$ cat config.mk
export PLATFORM = sky130hd
export DESIGN_NAME = ecg_beat_framer
export DESIGN_NICKNAME = d
export VERILOG_FILES = /design/src/rtl/ebf_pkg.sv /design/src/rtl/ebf_ram.sv /design/src/rtl/ebf_div.sv /design/src/rtl/ebf_dp.sv /design/src/rtl/ebf_ctrl.sv /design/src/rtl/ecg_beat_framer.sv
export SDC_FILE = /design/constraint.sdc
export NUM_CORES = 2
export LEC_CHECK = 0
export ABC_AREA = 1
export BUFFER_PORTS_ARGS = -buffer_cell sky130_fd_sc_hd__buf_4
export CORE_MARGIN = 2
export CORE_UTILIZATION = 25
export DETAILED_ROUTE_END_ITERATION = 10
export HOLD_SLACK_MARGIN = 0.02
export PLACE_DENSITY_LB_ADDON = 0.25
export SYNTH_ARGS = -nofsm -noshare
export SYNTH_HDL_FRONTEND = slang
export SYNTH_SLANG_ARGS = --single-unit
$ cat constraint.sdc
create_clock -name clk_i -period 20.2 [get_ports clk_i]
set_clock_uncertainty 0.05 [all_clocks]
set_input_delay 1.01 -clock clk_i [delete_from_list [all_inputs] [get_ports clk_i]]
set_output_delay 1.01 -clock clk_i [all_outputs]
set_load 0.01 [all_outputs]
$ cat src/rtl/ebf_pkg.sv
// ----------------------------------------------------------------------------
// ebf_pkg: shared types and constants of the ECG beat framer
// Word layouts, register indexes, phase codes, controller command and status.
// ----------------------------------------------------------------------------
`default_nettype none

package ebf_pkg;

  localparam int MAX_WINDOW_DEF  = 16;
  localparam int SAMPLE_BITS_DEF = 12;

  localparam int SAMPLE_W   = 12;
  localparam int TICK_W     = 32;
  localparam int PHASE_W    = 2;
  localparam int RATE_W     = 8;
  localparam int WLEN_W     = 5;
  localparam int POST_W     = 8;
  localparam int CFG_IDX_W  = 2;
  localparam int CFG_DATA_W = 12;
  localparam int DIV_W      = 32;
  localparam int DVS_W      = 10;

  localparam logic [CFG_IDX_W-1:0] CFG_WINDOW_LEN  = 2'd0;
  localparam logic [CFG_IDX_W-1:0] CFG_START_THR   = 2'd1;
  localparam logic [CFG_IDX_W-1:0] CFG_POST_LEN    = 2'd2;

  localparam logic [WLEN_W-1:0]   WINDOW_LEN_RST = 5'd10;
  localparam logic [SAMPLE_W-1:0] START_THR_RST  = 12'd2600;
  localparam logic [POST_W-1:0]   POST_LEN_RST   = 8'd128;

  localparam logic [PHASE_W-1:0] PH_PRE  = 2'd0;
  localparam logic [PHASE_W-1:0] PH_BEAT = 2'd1;
  localparam logic [PHASE_W-1:0] PH_POST = 2'd2;

  localparam logic [7:0] RUN_LIMIT = 8'd3;
  localparam logic [7:0] RUN_SAT   = 8'd255;
  localparam int MS_PER_S  = 1000;
  localparam int RATE_NUM  = 120;
  localparam int SECS_MAX  = 120;
  localparam int THR_DIV   = 5;
  localparam logic [RATE_W-1:0] RATE_SAT = 8'd255;

  // floor(x/1000) for 32-bit x as (x * SECS_RECIP) >> SECS_SHIFT
  localparam int          SECS_PROD_W = 61;
  localparam int          SECS_SHIFT  = 38;
  localparam logic [28:0] SECS_RECIP  = 29'd274877907;

  // floor(x/5) for 14-bit x as (x * THR_RECIP) >> THR_SHIFT
  localparam int          THR_PROD_W = 30;
  localparam int          THR_SHIFT  = 18;
  localparam logic [15:0] THR_RECIP  = 16'd52429;

  typedef enum logic [0:0] {
    DIV_AVG,
    DIV_RATE
  } div_sel_e;

  typedef struct packed {
    logic [SAMPLE_W-1:0] sample;
    logic [TICK_W-1:0]   tick_ms;
  } ebf_in_t;

  typedef struct packed {
    logic [SAMPLE_W-1:0] smoothed;
    logic [PHASE_W-1:0]  phase;
    logic                beat_done;
    logic [RATE_W-1:0]   heart_rate;
    logic [TICK_W-1:0]   peak_time;
    logic                cycle_done;
  } ebf_out_t;

  typedef struct packed {
    logic     load;
    logic     sum_clr;
    logic     sum_step;
    logic     div_start;
    div_sel_e div_sel;
    logic     avg_take;
    logic     frame;
    logic     secs_load;
    logic     secs_take;
    logic     rate_take;
    logic     thr_take;
    logic     out_load;
  } ebf_cmd_t;

  typedef struct packed {
    logic full;
    logic sum_done;
    logic div_busy;
    logic div_done;
    logic beat_end;
    logic restart;
    logic cmax_nz;
    logic secs_direct;
    logic out_free;
  } ebf_sts_t;

endpackage

`default_nettype wire

$ cat src/rtl/ebf_ram.sv
// ----------------------------------------------------------------------------
// ebf_ram: generic single-write, single-read RAM
// One write port and one read port with registered read data.
// ----------------------------------------------------------------------------
`default_nettype none

module ebf_ram #(
  parameter int WIDTH = 8,
  parameter int DEPTH = 16
) (
  input  wire logic                                 clk_i,
  input  wire logic                                 we_i,
  input  wire logic [(DEPTH > 1 ? $clog2(DEPTH) : 1)-1:0] waddr_i,
  input  wire logic [WIDTH-1:0]                     wdata_i,
  input  wire logic [(DEPTH > 1 ? $clog2(DEPTH) : 1)-1:0] raddr_i,
  output logic      [WIDTH-1:0]                     rdata_o
);

  logic [WIDTH-1:0] mem_q [DEPTH];
  logic [WIDTH-1:0] rdata_q;

  always_ff @(posedge clk_i) begin
    if (we_i) begin
      mem_q[waddr_i] <= wdata_i;
    end
    rdata_q <= mem_q[raddr_i];
  end

  assign rdata_o = rdata_q;

endmodule

`default_nettype wire

$ cat src/rtl/ebf_div.sv
// ----------------------------------------------------------------------------
// ebf_div: iterative restoring divider
// One quotient bit per cycle; done pulses when the quotient is final.
// ----------------------------------------------------------------------------
`default_nettype none

module ebf_div
  import ebf_pkg::*;
(
  input  wire logic             clk_i,
  input  wire logic             rst_ni,
  input  wire logic             start_i,
  input  wire logic [DIV_W-1:0] dividend_i,
  input  wire logic [DVS_W-1:0] divisor_i,
  output logic                  busy_o,
  output logic                  done_o,
  output logic      [DIV_W-1:0] quo_o
);

  localparam int CntW = $clog2(DIV_W);

  logic            busy_q, busy_d;
  logic            done_q, done_d;
  logic [CntW-1:0] cnt_q, cnt_d;
  logic [DIV_W-1:0] quo_q, quo_d;
  logic [DVS_W-1:0] rem_q, rem_d;
  logic [DVS_W-1:0] dvs_q, dvs_d;
  logic [DVS_W:0]   rem_sh;
  logic             ge;

  always_comb begin
    rem_sh = {rem_q, quo_q[DIV_W-1]};
    ge     = rem_sh >= {1'b0, dvs_q};
    busy_d = busy_q;
    done_d = 1'b0;
    cnt_d  = cnt_q;
    quo_d  = quo_q;
    rem_d  = rem_q;
    dvs_d  = dvs_q;
    if (start_i) begin
      busy_d = 1'b1;
      cnt_d  = '0;
      quo_d  = dividend_i;
      rem_d  = '0;
      dvs_d  = divisor_i;
    end else if (busy_q) begin
      quo_d = {quo_q[DIV_W-2:0], ge};
      rem_d = ge ? DVS_W'(rem_sh - {1'b0, dvs_q}) : DVS_W'(rem_sh);
      cnt_d = cnt_q + CntW'(1);
      if (cnt_q == CntW'(DIV_W - 1)) begin
        busy_d = 1'b0;
        done_d = 1'b1;
      end
    end
  end

  always_ff @(posedge clk_i or negedge rst_ni) begin
    if (!rst_ni) begin
      busy_q <= 1'b0;
      done_q <= 1'b0;
      cnt_q  <= '0;
    end else begin
      busy_q <= busy_d;
      done_q <= done_d;
      cnt_q  <= cnt_d;
    end
  end

  always_ff @(posedge clk_i) begin
    quo_q <= quo_d;
    rem_q <= rem_d;
    dvs_q <= dvs_d;
  end

  assign busy_o = busy_q;
  assign done_o = done_q;
  assign quo_o  = quo_q;

endmodule

`default_nettype wire

$ cat src/rtl/ebf_dp.sv
// ----------------------------------------------------------------------------
// ebf_dp: datapath of the ECG beat framer
// Config registers, window RAM and sum, divider, phase state, result register.
// ----------------------------------------------------------------------------
`default_nettype none

module ebf_dp
  import ebf_pkg::*;
#(
  parameter int MAX_WINDOW  = MAX_WINDOW_DEF,
  parameter int SAMPLE_BITS = SAMPLE_BITS_DEF
) (
  input  wire logic                  clk_i,
  input  wire logic                  rst_ni,
  input  wire logic                  cfg_we_i,
  input  wire logic [CFG_IDX_W-1:0]  cfg_idx_i,
  input  wire logic [CFG_DATA_W-1:0] cfg_data_i,
  input  wire ebf_in_t               in_data_i,
  input  wire logic                  out_stall_i,
  output logic                       out_valid_o,
  output ebf_out_t                   out_data_o,
  input  wire ebf_cmd_t              cmd_i,
  output ebf_sts_t                   sts_o
);

  localparam int IdxW = (MAX_WINDOW > 1) ? $clog2(MAX_WINDOW) : 1;
  localparam int LenW = $clog2(MAX_WINDOW + 1);
  localparam int SumW = SAMPLE_BITS + IdxW;

  logic [WLEN_W-1:0]   win_len_q;
  logic [SAMPLE_W-1:0] start_thr_q;
  logic [POST_W-1:0]   post_len_q;

  logic [LenW-1:0]     len;
  logic [POST_W-1:0]   plen;

  logic [IdxW-1:0]     fill_q;
  logic                full_q;
  logic [LenW-1:0]     idx_nxt;

  logic [LenW-1:0]     cnt_q;
  logic                pend_q;
  logic [SumW-1:0]     acc_q;
  logic [SAMPLE_BITS-1:0] rdata;

  logic [PHASE_W-1:0]  phase_q;
  logic [7:0]          rc_q;
  logic [SAMPLE_W-1:0] thr_q;
  logic [SAMPLE_W-1:0] peak_q;
  logic [TICK_W-1:0]   pk_tick_q;
  logic [TICK_W-1:0]   last_tick_q;
  logic [SAMPLE_W-1:0] cmax_q;
  logic [RATE_W-1:0]   rate_q;
  logic [SAMPLE_W-1:0] avg_q;
  logic [TICK_W-1:0]   tick_q;
  logic [PHASE_W-1:0]  handled_q;
  logic                beat_done_q;
  logic                cycle_done_q;
  logic                out_valid_q;
  ebf_out_t            out_q;
  logic [TICK_W-1:0]   dt_q;
  logic [SAMPLE_W-1:0] thr_src_q;
  logic [DIV_W-1:0]    secs_q;

  logic [SAMPLE_W-1:0] cmax_n;
  logic                above;
  logic [7:0]          rc_inc;
  logic [7:0]          rc_n;
  logic [PHASE_W-1:0]  ph_n;
  logic [PHASE_W-1:0]  handled;
  logic [SAMPLE_W-1:0] peak_n;
  logic [TICK_W-1:0]   pk_tick_n;
  logic                beat_end;
  logic                restart;
  logic [TICK_W-1:0]   dt;

  logic [SECS_PROD_W-1:0] secs_prod;
  logic [THR_PROD_W-1:0]  thr_prod;
  logic [SAMPLE_W-1:0]    thr_new;

  logic             div_busy, div_done;
  logic [DIV_W-1:0] div_quo;
  logic [DIV_W-1:0] div_dividend;
  logic [DVS_W-1:0] div_divisor;
  logic             secs_zero, secs_big;

  // effective lengths
  always_comb begin
    if (win_len_q == '0) begin
      len = LenW'(1);
    end else if (int'(win_len_q) > MAX_WINDOW) begin
      len = LenW'(MAX_WINDOW);
    end else begin
      len = LenW'(win_len_q);
    end
    plen    = (post_len_q == '0) ? POST_W'(1) : post_len_q;
    idx_nxt = LenW'(fill_q) + LenW'(1);
  end

  ebf_ram #(
    .WIDTH (SAMPLE_BITS),
    .DEPTH (MAX_WINDOW)
  ) u_window (
    .clk_i   (clk_i),
    .we_i    (cmd_i.load),
    .waddr_i (fill_q),
    .wdata_i (SAMPLE_BITS'(in_data_i.sample)),
    .raddr_i (cnt_q[IdxW-1:0]),
    .rdata_o (rdata)
  );

  // beat framing step
  always_comb begin
    cmax_n    = (avg_q > cmax_q) ? avg_q : cmax_q;
    above     = avg_q > thr_q;
    rc_inc    = rc_q + 8'd1;
    rc_n      = rc_q;
    ph_n      = phase_q;
    handled   = phase_q;
    peak_n    = peak_q;
    pk_tick_n = pk_tick_q;
    beat_end  = 1'b0;
    restart   = 1'b0;
    case (phase_q)
      PH_PRE: begin
        rc_n = above ? rc_inc : 8'd0;
        if (rc_n >= RUN_LIMIT) begin
          rc_n = 8'd0;
          ph_n = PH_BEAT;
        end
      end
      PH_BEAT: begin
        if (above) begin
          rc_n = 8'd0;
          if (avg_q > peak_q) begin
            peak_n    = avg_q;
            pk_tick_n = tick_q;
          end
        end else begin
          rc_n = rc_inc;
        end
        if (rc_n >= RUN_LIMIT) begin
          rc_n     = 8'd0;
          ph_n     = PH_POST;
          beat_end = 1'b1;
        end
      end
      default: begin
        handled = PH_POST;
        rc_n    = (rc_q < RUN_SAT) ? rc_inc : rc_q;
        if (rc_n >= plen) begin
          restart = 1'b1;
        end
      end
    endcase
    dt = pk_tick_n - last_tick_q;
  end

  // constant divisions by reciprocal multiplication
  always_comb begin
    secs_prod = SECS_PROD_W'(dt_q) * SECS_PROD_W'(SECS_RECIP);
    thr_prod  = THR_PROD_W'({thr_src_q, 2'b00}) * THR_PROD_W'(THR_RECIP);
    thr_new   = thr_prod[THR_PROD_W-1:THR_SHIFT];
  end

  // divider operands
  always_comb begin
    case (cmd_i.div_sel)
      DIV_AVG: begin
        div_dividend = DIV_W'(acc_q);
        div_divisor  = DVS_W'(len);
      end
      DIV_RATE: begin
        div_dividend = DIV_W'(RATE_NUM) + secs_q;
        div_divisor  = {secs_q[DVS_W-2:0], 1'b0};
      end
      default: begin
        div_dividend = DIV_W'(acc_q);
        div_divisor  = DVS_W'(len);
      end
    endcase
  end

  ebf_div u_div (
    .clk_i      (clk_i),
    .rst_ni     (rst_ni),
    .start_i    (cmd_i.div_start),
    .dividend_i (div_dividend),
    .divisor_i  (div_divisor),
    .busy_o     (div_busy),
    .done_o     (div_done),
    .quo_o      (div_quo)
  );

  assign secs_zero = secs_q == '0;
  assign secs_big  = secs_q > DIV_W'(SECS_MAX);

  always_ff @(posedge clk_i or negedge rst_ni) begin
    if (!rst_ni) begin
      win_len_q    <= WINDOW_LEN_RST;
      start_thr_q  <= START_THR_RST;
      post_len_q   <= POST_LEN_RST;
      fill_q       <= '0;
      full_q       <= 1'b0;
      cnt_q        <= '0;
      pend_q       <= 1'b0;
      phase_q      <= PH_PRE;
      rc_q         <= '0;
      thr_q        <= START_THR_RST;
      peak_q       <= '0;
      pk_tick_q    <= '0;
      last_tick_q  <= '0;
      cmax_q       <= '0;
      rate_q       <= '0;
      handled_q    <= PH_PRE;
      beat_done_q  <= 1'b0;
      cycle_done_q <= 1'b0;
      out_valid_q  <= 1'b0;
    end else begin
      if (cfg_we_i) begin
        case (cfg_idx_i)
          CFG_WINDOW_LEN: win_len_q   <= cfg_data_i[WLEN_W-1:0];
          CFG_START_THR:  start_thr_q <= cfg_data_i[SAMPLE_W-1:0];
          CFG_POST_LEN:   post_len_q  <= cfg_data_i[POST_W-1:0];
          default: ;
        endcase
      end

      if (cmd_i.load) begin
        if (idx_nxt >= len) begin
          fill_q <= '0;
          full_q <= 1'b1;
        end else begin
          fill_q <= IdxW'(idx_nxt);
        end
      end

      if (cmd_i.sum_clr) begin
        cnt_q  <= '0;
        pend_q <= 1'b0;
      end else if (cmd_i.sum_step) begin
        pend_q <= cnt_q < len;
        if (cnt_q < len) begin
          cnt_q <= cnt_q + LenW'(1);
        end
      end

      if (cmd_i.frame) begin
        handled_q    <= handled;
        beat_done_q  <= beat_end;
        cycle_done_q <= restart;
        if (restart) begin
          fill_q    <= '0;
          full_q    <= 1'b0;
          phase_q   <= PH_PRE;
          rc_q      <= '0;
          peak_q    <= '0;
          pk_tick_q <= '0;
          rate_q    <= '0;
          cmax_q    <= '0;
          if (cmax_n == '0) begin
            thr_q <= start_thr_q;
          end
        end else begin
          phase_q   <= ph_n;
          rc_q      <= rc_n;
          peak_q    <= peak_n;
          pk_tick_q <= pk_tick_n;
          cmax_q    <= cmax_n;
          if (beat_end) begin
            last_tick_q <= pk_tick_n;
          end
        end
      end

      if (cmd_i.secs_take) begin
        if (secs_zero) begin
          rate_q <= RATE_SAT;
        end else if (secs_big) begin
          rate_q <= '0;
        end
      end
      if (cmd_i.rate_take) begin
        rate_q <= div_quo[RATE_W-1:0];
      end
      if (cmd_i.thr_take) begin
        thr_q <= thr_new;
      end

      if (cmd_i.out_load) begin
        out_valid_q <= 1'b1;
      end else if (!out_stall_i) begin
        out_valid_q <= 1'b0;
      end
    end
  end

  always_ff @(posedge clk_i) begin
    if (cmd_i.load) begin
      tick_q <= in_data_i.tick_ms;
    end
    if (cmd_i.sum_clr) begin
      acc_q <= '0;
    end else if (cmd_i.sum_step && pend_q) begin
      acc_q <= acc_q + SumW'(rdata);
    end
    if (cmd_i.avg_take) begin
      avg_q <= div_quo[SAMPLE_W-1:0];
    end
    if (cmd_i.frame) begin
      dt_q      <= dt;
      thr_src_q <= cmax_n;
    end
    if (cmd_i.secs_load) begin
      secs_q <= DIV_W'(secs_prod[SECS_PROD_W-1:SECS_SHIFT]);
    end
    if (cmd_i.out_load) begin
      out_q.smoothed   <= avg_q;
      out_q.phase      <= handled_q;
      out_q.beat_done  <= beat_done_q;
      out_q.heart_rate <= rate_q;
      out_q.peak_time  <= last_tick_q;
      out_q.cycle_done <= cycle_done_q;
    end
  end

  always_comb begin
    sts_o.full        = full_q;
    sts_o.sum_done    = (cnt_q >= len) && !pend_q;
    sts_o.div_busy    = div_busy;
    sts_o.div_done    = div_done;
    sts_o.beat_end    = beat_end;
    sts_o.restart     = restart;
    sts_o.cmax_nz     = cmax_n != '0;
    sts_o.secs_direct = secs_zero || secs_big;
    sts_o.out_free    = !out_valid_q || !out_stall_i;
  end

  assign out_valid_o = out_valid_q;
  assign out_data_o  = out_q;

endmodule

`default_nettype wire

$ cat src/rtl/ebf_ctrl.sv
// ----------------------------------------------------------------------------
// ebf_ctrl: sequencing state machine of the ECG beat framer
// Steps each word through load and, once the window is full, window sum, divisions,
// framing and output.
`default_nettype none

module ebf_ctrl
  import ebf_pkg::*;
(
  input  wire logic     clk_i,
  input  wire logic     rst_ni,
  input  wire logic     in_valid_i,
  output logic          in_stall_o,
  input  wire ebf_sts_t sts_i,
  output ebf_cmd_t      cmd_o
);

  localparam logic [3:0] S_IDLE  = 4'd0;
  localparam logic [3:0] S_CHK   = 4'd1;
  localparam logic [3:0] S_SUM   = 4'd2;
  localparam logic [3:0] S_AVG   = 4'd3;
  localparam logic [3:0] S_FRAME = 4'd4;
  localparam logic [3:0] S_SECS  = 4'd5;
  localparam logic [3:0] S_RATE  = 4'd6;
  localparam logic [3:0] S_THR   = 4'd7;
  localparam logic [3:0] S_OUT   = 4'd8;
  localparam logic [3:0] S_SDEC  = 4'd9;

  logic [3:0] state_q, state_d;

  always_comb begin
    cmd_o      = '0;
    state_d    = state_q;
    in_stall_o = state_q != S_IDLE;
    case (state_q)
      S_IDLE: begin
        if (in_valid_i) begin
          cmd_o.load = 1'b1;
          state_d    = S_CHK;
        end
      end
      S_CHK: begin
        if (sts_i.full) begin
          cmd_o.sum_clr = 1'b1;
          state_d       = S_SUM;
        end else begin
          state_d = S_IDLE;
        end
      end
      S_SUM: begin
        cmd_o.sum_step = 1'b1;
        if (sts_i.sum_done) begin
          cmd_o.div_start = 1'b1;
          cmd_o.div_sel   = DIV_AVG;
          state_d         = S_AVG;
        end
      end
      S_AVG: begin
        if (sts_i.div_done) begin
          cmd_o.avg_take = 1'b1;
          state_d        = S_FRAME;
        end
      end
      S_FRAME: begin
        cmd_o.frame = 1'b1;
        if (sts_i.beat_end) begin
          state_d = S_SECS;
        end else if (sts_i.restart && sts_i.cmax_nz) begin
          state_d = S_THR;
        end else begin
          state_d = S_OUT;
        end
      end
      S_SECS: begin
        cmd_o.secs_load = 1'b1;
        state_d         = S_SDEC;
      end
      S_SDEC: begin
        if (sts_i.secs_direct) begin
          cmd_o.secs_take = 1'b1;
          state_d         = S_OUT;
        end else begin
          cmd_o.div_start = 1'b1;
          cmd_o.div_sel   = DIV_RATE;
          state_d         = S_RATE;
        end
      end
      S_RATE: begin
        if (sts_i.div_done) begin
          cmd_o.rate_take = 1'b1;
          state_d         = S_OUT;
        end
      end
      S_THR: begin
        cmd_o.thr_take = 1'b1;
        state_d        = S_OUT;
      end
      S_OUT: begin
        if (sts_i.out_free) begin
          cmd_o.out_load = 1'b1;
          state_d        = S_IDLE;
        end
      end
      default: begin
        state_d = S_IDLE;
      end
    endcase
  end

  always_ff @(posedge clk_i or negedge rst_ni) begin
    if (!rst_ni) begin
      state_q <= S_IDLE;
    end else begin
      state_q <= state_d;
    end
  end

`ifndef SYNTHESIS
  a_div_start_idle: assert property (@(posedge clk_i) disable iff (!rst_ni)
    cmd_o.div_start |-> !sts_i.div_busy)
    else $error("divider started while busy");

  a_div_busy_wait: assert property (@(posedge clk_i) disable iff (!rst_ni)
    sts_i.div_busy |-> (state_q == S_AVG || state_q == S_RATE))
    else $error("divider running outside a wait state");

  a_div_done_wait: assert property (@(posedge clk_i) disable iff (!rst_ni)
    sts_i.div_done |-> (state_q == S_AVG || state_q == S_RATE))
    else $error("divider result arrived outside a wait state");

  a_frame_excl: assert property (@(posedge clk_i) disable iff (!rst_ni)
    state_q == S_FRAME |-> !(sts_i.beat_end && sts_i.restart))
    else $error("beat end and restart in one word");
`endif

endmodule

`default_nettype wire

$ cat src/rtl/ecg_beat_framer.sv
// ----------------------------------------------------------------------------
// ecg_beat_framer: moving-average beat detector and framer for ECG samples
// Each word is written to the window RAM; once the window is full it is summed,
// averaged by the divider and framed; a beat end adds a rate step, a restart with a
// nonzero max a threshold update. Input stalls until the word's result is loaded.
// Reset: async low clears control, config, phase and rate state; window RAM is kept.
// ----------------------------------------------------------------------------
`default_nettype none

module ecg_beat_framer
  import ebf_pkg::*;
#(
  parameter int MAX_WINDOW  = MAX_WINDOW_DEF,
  parameter int SAMPLE_BITS = SAMPLE_BITS_DEF
) (
  input  wire logic                  clk_i,
  input  wire logic                  rst_ni,
  input  wire logic                  cfg_we_i,
  input  wire logic [CFG_IDX_W-1:0]  cfg_idx_i,
  input  wire logic [CFG_DATA_W-1:0] cfg_data_i,
  input  wire logic                  in_valid_i,
  output logic                       in_stall_o,
  input  wire ebf_in_t               in_data_i,
  output logic                       out_valid_o,
  input  wire logic                  out_stall_i,
  output ebf_out_t                   out_data_o
);

  ebf_cmd_t cmd;
  ebf_sts_t sts;

  ebf_ctrl u_ctrl (
    .clk_i      (clk_i),
    .rst_ni     (rst_ni),
    .in_valid_i (in_valid_i),
    .in_stall_o (in_stall_o),
    .sts_i      (sts),
    .cmd_o      (cmd)
  );

  ebf_dp #(
    .MAX_WINDOW  (MAX_WINDOW),
    .SAMPLE_BITS (SAMPLE_BITS)
  ) u_dp (
    .clk_i       (clk_i),
    .rst_ni      (rst_ni),
    .cfg_we_i    (cfg_we_i),
    .cfg_idx_i   (cfg_idx_i),
    .cfg_data_i  (cfg_data_i),
    .in_data_i   (in_data_i),
    .out_stall_i (out_stall_i),
    .out_valid_o (out_valid_o),
    .out_data_o  (out_data_o),
    .cmd_i       (cmd),
    .sts_o       (sts)
  );

endmodule

`default_nettype wire

Word level (Yosys, flattened, before mapping). Memories as Yosys holds them, arrays and structs flattened. A register that Yosys moved wholly into a read port is not among the register bits. Cells that the tools add are included.

Register bits: 405. Bits in latches: 0. RAM bits: 192. Bits in read-only memories: 0. Output and inout bits: 58. Logic and storage cells: 220. Memories: 1.

$add $sub $neg: 8. $mul: 2. Divide/modulo/power cells: 0. $lt $le $gt $ge: 13. Equal/unequal tests: 21. Shifts and indexed selects: 0. Multiplexer cells: 98. Bitwise logic cells: 2. Reduce and logical (&&, ||, !) cells: 37.

Memory list: u_dp.u_window.mem_q (words 16, bits a word 12, read ports 1, clocked after memory_dff 1, write ports 1, RTL line ebf_ram.sv:19) `logic [WIDTH-1:0] mem_q [DEPTH];`.

Operators with widths (number): $mux 32 (6); $mux 12 (10); $mux 8 (14); $pmux 32 s2 (1); $mul 32x29->61 const B (1); $mux 4 (12); $pmux 4 s10 (1); $gt 12x12->1 (3); $mux 1 (35); $mux 5 (7); $logic_not 32->1 (1); $sub 32x32->32 (1); $mul 12x16->28 const B (1); $add 7x23->24 const A (1); $gt 23x7->1 const B (1); $pmux 10 s2 (1); $reduce_bool 2->1 (9); $add 16x12->16 (1); $eq 4x3->1 const B (4); $ge 8x2->1 const B (2); $pmux 8 s2 (1); $mux 2 (7); $logic_not 12->1 (1); $reduce_bool 12->1 (1); other kinds (36) (59).

Depth between registers and ports, before layout.
Word-level depth: 11. Gate-level depth with buffers: 30. Depth with buffers taken out: 28.

Cells and area by module. Synthesis repeated with hierarchy kept, for this count alone.

Cells, all modules: 5229. Area total of the unflattened synthesis: 47645.7 um2.

Modules (own cells, without submodules): ebf_dp (times used 1, cells each 3968, area an instance 35492.8 um2, sequential area each 9327.7 um2); ebf_ram (times used 1, cells each 813, area an instance 8562.0 um2, sequential area each 6005.8 um2); ebf_div (times used 1, cells each 368, area an instance 3148.0 um2, sequential area each 1636.6 um2); ebf_ctrl (times used 1, cells each 80, area an instance 442.9 um2, sequential area each 100.1 um2).

Least setup slack after synthesis. OpenSTA, ideal clock, no wires.

Path kind: reg-to-reg. Start point: register u_dp.dt_q[20]. End point: register u_dp.secs_q[10], data pin. Setup time: 0.260 ns. Data arrival time: 6.024 ns. Data required time: 19.890 ns. Path slack: 13.866 ns. Cell stages (with the launch flop): 24. Path buffers: 0. Cells stage by stage: edfxtp_1 ha_1 fa_1 fa_1 inv_1 fa_1 inv_1 fa_1 inv_1 fa_1 inv_1 fa_1 inv_1 fa_1 inv_1 ha_1 nand2_1 nor2_1 inv_1 nor4_1 nand2_1 o211ai_1 a21oi_1 xnor2_1.

Cells in the longest elaborated chain, start to end: 1.

Ends and longest elaborated chain: start: declaration (RTL line ebf_dp.sv:61) `logic [TICK_W-1:0] dt_q;`; start signal: assignment (RTL line ebf_dp.sv:311) `dt_q <= dt;`; $mul 32x29->61 (RTL line ebf_dp.sv:161) `secs_prod = SECS_PROD_W'(dt_q) * SECS_PROD_W'(SECS_RECIP);`; net u_dp.secs_prod[48] (RTL line ebf_dp.sv:77) `logic [SECS_PROD_W-1:0] secs_prod;`; end signal: assignment (RTL line ebf_dp.sv:315) `secs_q <= DIV_W'(secs_prod[SECS_PROD_W-1:SECS_SHIFT]);`; end: declaration (RTL line ebf_dp.sv:63) `logic [DIV_W-1:0] secs_q;`.

The timed path passes the listed nets, and every way through them passes these cells. A chain may end at the register's enable or synchronous reset.

Final worst setup path.
Start point: register u_dp.dt_q[24]. End point: register u_dp.secs_q[10], data pin.

Same word-level chain as after synthesis.

==> key figures <==
Finish
  • Most frequent cells in the layout: inv_1, nand2_1, ha_1
  • Final net count: 5,826
  • Most common cell after layout, fill and taps aside: inv_1
  • Final cell count without fillers: 7,272
  • Area delta synth->final: 13.9%
  • Final core occ: 0.287
  • Layout cells sized above 1: 0.0641

Global route
  • GRT Util Overall: 0.148
  • Initial antenna violation count: 0
  • Global-route wire length before repair: 211 mm
  • Vias in the first global route: 33,800
  • Grt total ovfl: 0
  • Pin count of the biggest net entering global routing: 101

Floorplan
  • Vert. Die Dim: 431 um
  • Die Area: 186,000 sq um
  • Cell Rows: 156
  • Die Width: 431 um
  • Initial Util: 0.252
  • Core footprint: 181,000 sq um
  • Num ports: 121

Setup path
  • Critical path endpoint category: flip-flop
  • Worst setup SP type: flip-flop
  • Reg2Reg Launch Point: u_dp.dt_q[24]$_DFFE_PN_
  • Crit path required time: 20,560 ps
  • Critical path origin: u_dp.dt_q[24]$_DFFE_PN_
  • Setup slack, reg-to-reg: 13,070 ps
  • Crit path kind: flip-flop to flip-flop
  • FF-to-FF End: u_dp.secs_q[10]$_DFFE_PP_
  • WP data arrival: 7490 ps
  • Cell count of the worst reg-to-reg path: 23
  • CP max FO: 10

Placement
  • Placer's final routability congestion estimate: 0.916
  • Buffers on Ports: 120
  • Dpl hpwl: 107 mm
  • Inst Count DP: 7,131

Synth
  • Largest cells by area after synthesis: edfxtp_1, ha_1, fa_1
  • Synth Area in Simple Gates: 0.107
  • Area leader, netlist: edfxtp_1
  • Cells after synthesis: 4,689
  • Cell variety after synth: 64
  • Syn. warnings: 0
  • Ys flop type: edfxtp_1
  • Main combinational cell family by area after synthesis: adder cells
  • Sequential element share of the synthesized area: 0.374
  • Multiplexer share of the synthesized area: 0.00450
  • Number of flops mapped to enable cells by yosys: 401
  • Post-Syn Area: 45,600 sq um
  • Xor and xnor area share after synthesis: 0.0161
  • Mean Syn Cell Area: 9.73 sq um
  • Synth Area in Adders: 0.310
  • Post-synth ARST share: 0.279
  • Synth Register Bits: 609
  • Post-synthesis compound-gate area fraction: 0.0941
  • Yosys top cell area share: 0.264

Timing
  • Setup violators final: 0
  • Tightest Pin Transition: 1040 ps
  • Hold Vio Cnt, Final: 0
  • Setup TNS: 0 ps
  • Max transition margin: 0.309
  • RSZ-0062 raised after global routing: false
  • Minimum clock period: 7130 ps
  • Pins Over Slew Limit: 0
  • Highest clock rate: 140 MHz
  • Worst hold margin: 293 ps
  • Crit share post-route: 0.353

Route
  • Post-route DRC violation count: 0
  • Initial DRC count: 2,161
  • DRT antenna net count: 0
  • Drt total wl: 136 mm
  • Via density: 4.45
  • DRT Pass-1 Iters: 6
  • Via count: 32,400
  • Wire length per cell: 18.7 um

Outcome
  • Outcome: completed

Clocking
  • CTS Hold Buffers Added: 0
  • CTS resizes: 0
  • Max Root-Sink Buffers: 3
  • Clk sinks: 609
  • Clock-pin slew on the worst setup and hold paths: 60 ps
  • Cts bufs inserted: 75
  • CTS tree: yes
  • CTS root buf: clkbuf_16
  • H-tree depth: 3
  • Setup bufs post-CTS: 0
  • Clk_lat worst skew: 700 ps

Job
  • Total of max-cap violations: 0

Min path
  • Hold Path Class: primary input to asynchronous set/reset pin
==> state kept, by name, summed over array words and instances (netlist names), 16 cells and up <==
register and flops:
u_dp.dt_q 32, u_dp.tick_q 32, u_dp.pk_tick_q 32, u_dp.out_data_o 56, u_dp.u_window.mem_q 192, u_dp.secs_q 23, u_dp.u_div.quo_o 32, u_dp.last_tick_q 32
u_dp.acc_q 16
==> worst max-delay path, cell delays in order, from the launching register on <==
cell and delay [ps]:
edfxtp_1 730, ha_1 380, fa_1 410, fa_1 570, inv_1 60, fa_1 520
inv_1 50, fa_1 510, inv_1 50, fa_1 470, inv_1 50, fa_1 520
inv_1 50, fa_1 490, inv_1 40, ha_1 310, nand2_1 110, nor2_1 150
inv_1 80, nor4_1 390, nand2_1 100, o211ai_1 420, a21oi_1 160, xnor2_1 150
==> cells in the mapped netlist (all sizes together), types with 19 or more instances <==
| library cell | count |
|---|---|
| a21o | 22 |
| a21oi | 193 |
| a31oi | 27 |
| buf | 27 |
| clkbuf | 56 |
| dfrtp | 159 |
| dfxtp | 38 |
| edfxtp | 401 |
| fa | 343 |
| ha | 582 |
| inv | 1042 |
| nand2 | 608 |
| nand3 | 136 |
| nand4 | 23 |
| nor2 | 350 |
| nor3 | 42 |
| o21ai | 281 |
| o221ai | 19 |
| o22ai | 66 |
| o32ai | 32 |
| xnor2 | 23 |
| xor2 | 61 |
==> routing by layer <==
metal  part of all wire  vias up  track usage  routed length (um)
li1                   -    15700            -                   -
met1               0.46    16000        0.201               62900
met2               0.48      578        0.249               64900
met3              0.036      128       0.0184                4860
met4              0.023        0       0.0370                3060
met5                  0        -            0                   0
==> stage by stage <==
step	area (sq um)	setup WS, ps
finish	52000	13070
global route	52000	12690
CTS	52000	13100
detailed placement	49500	13150
global placement	49500	13160
floorplan	45600	13870
==> area by class of cell <==
type	count	area, sq um
fillers	19200	129000
multi-input cells	2954	24300
diodes	1	2.50
repair buffers	154	1160
inverters	1044	3920
clock inverters	38	488
flip-flops and latches	609	17100
well taps	2370	2970
clock buffers	102	2020
==> worst max-delay path by stage <==
stage                                 to  slack [ps]
3_5_place_dp   u_dp.secs_q[10]$_DFFE_PP_       13150
4_1_cts        u_dp.secs_q[10]$_DFFE_PP_       13100
5_1_grt        u_dp.secs_q[10]$_DFFE_PP_       12690
6_report       u_dp.secs_q[10]$_DFFE_PP_       13070
3_3_place_gp   u_dp.secs_q[18]$_DFFE_PP_       13160
2_1_floorplan  u_dp.secs_q[10]$_DFFE_PP_       13870
==> kinds of logic (layout without fill, tap and decap cells) <==
logic type      count (synthesis)  after routing
xor+xnor                       84             84
simple gates                 1193           1193
buf+inv                      1127           1338
compound gates                730            730
mux                            20             20
other cells                     1              3
flops                         609            609
fa+ha+maj                     925            925
Power is left out: the tool's default activity adds up to more than one toggle a clock period on the data nets, which glitch-free logic cannot reach.
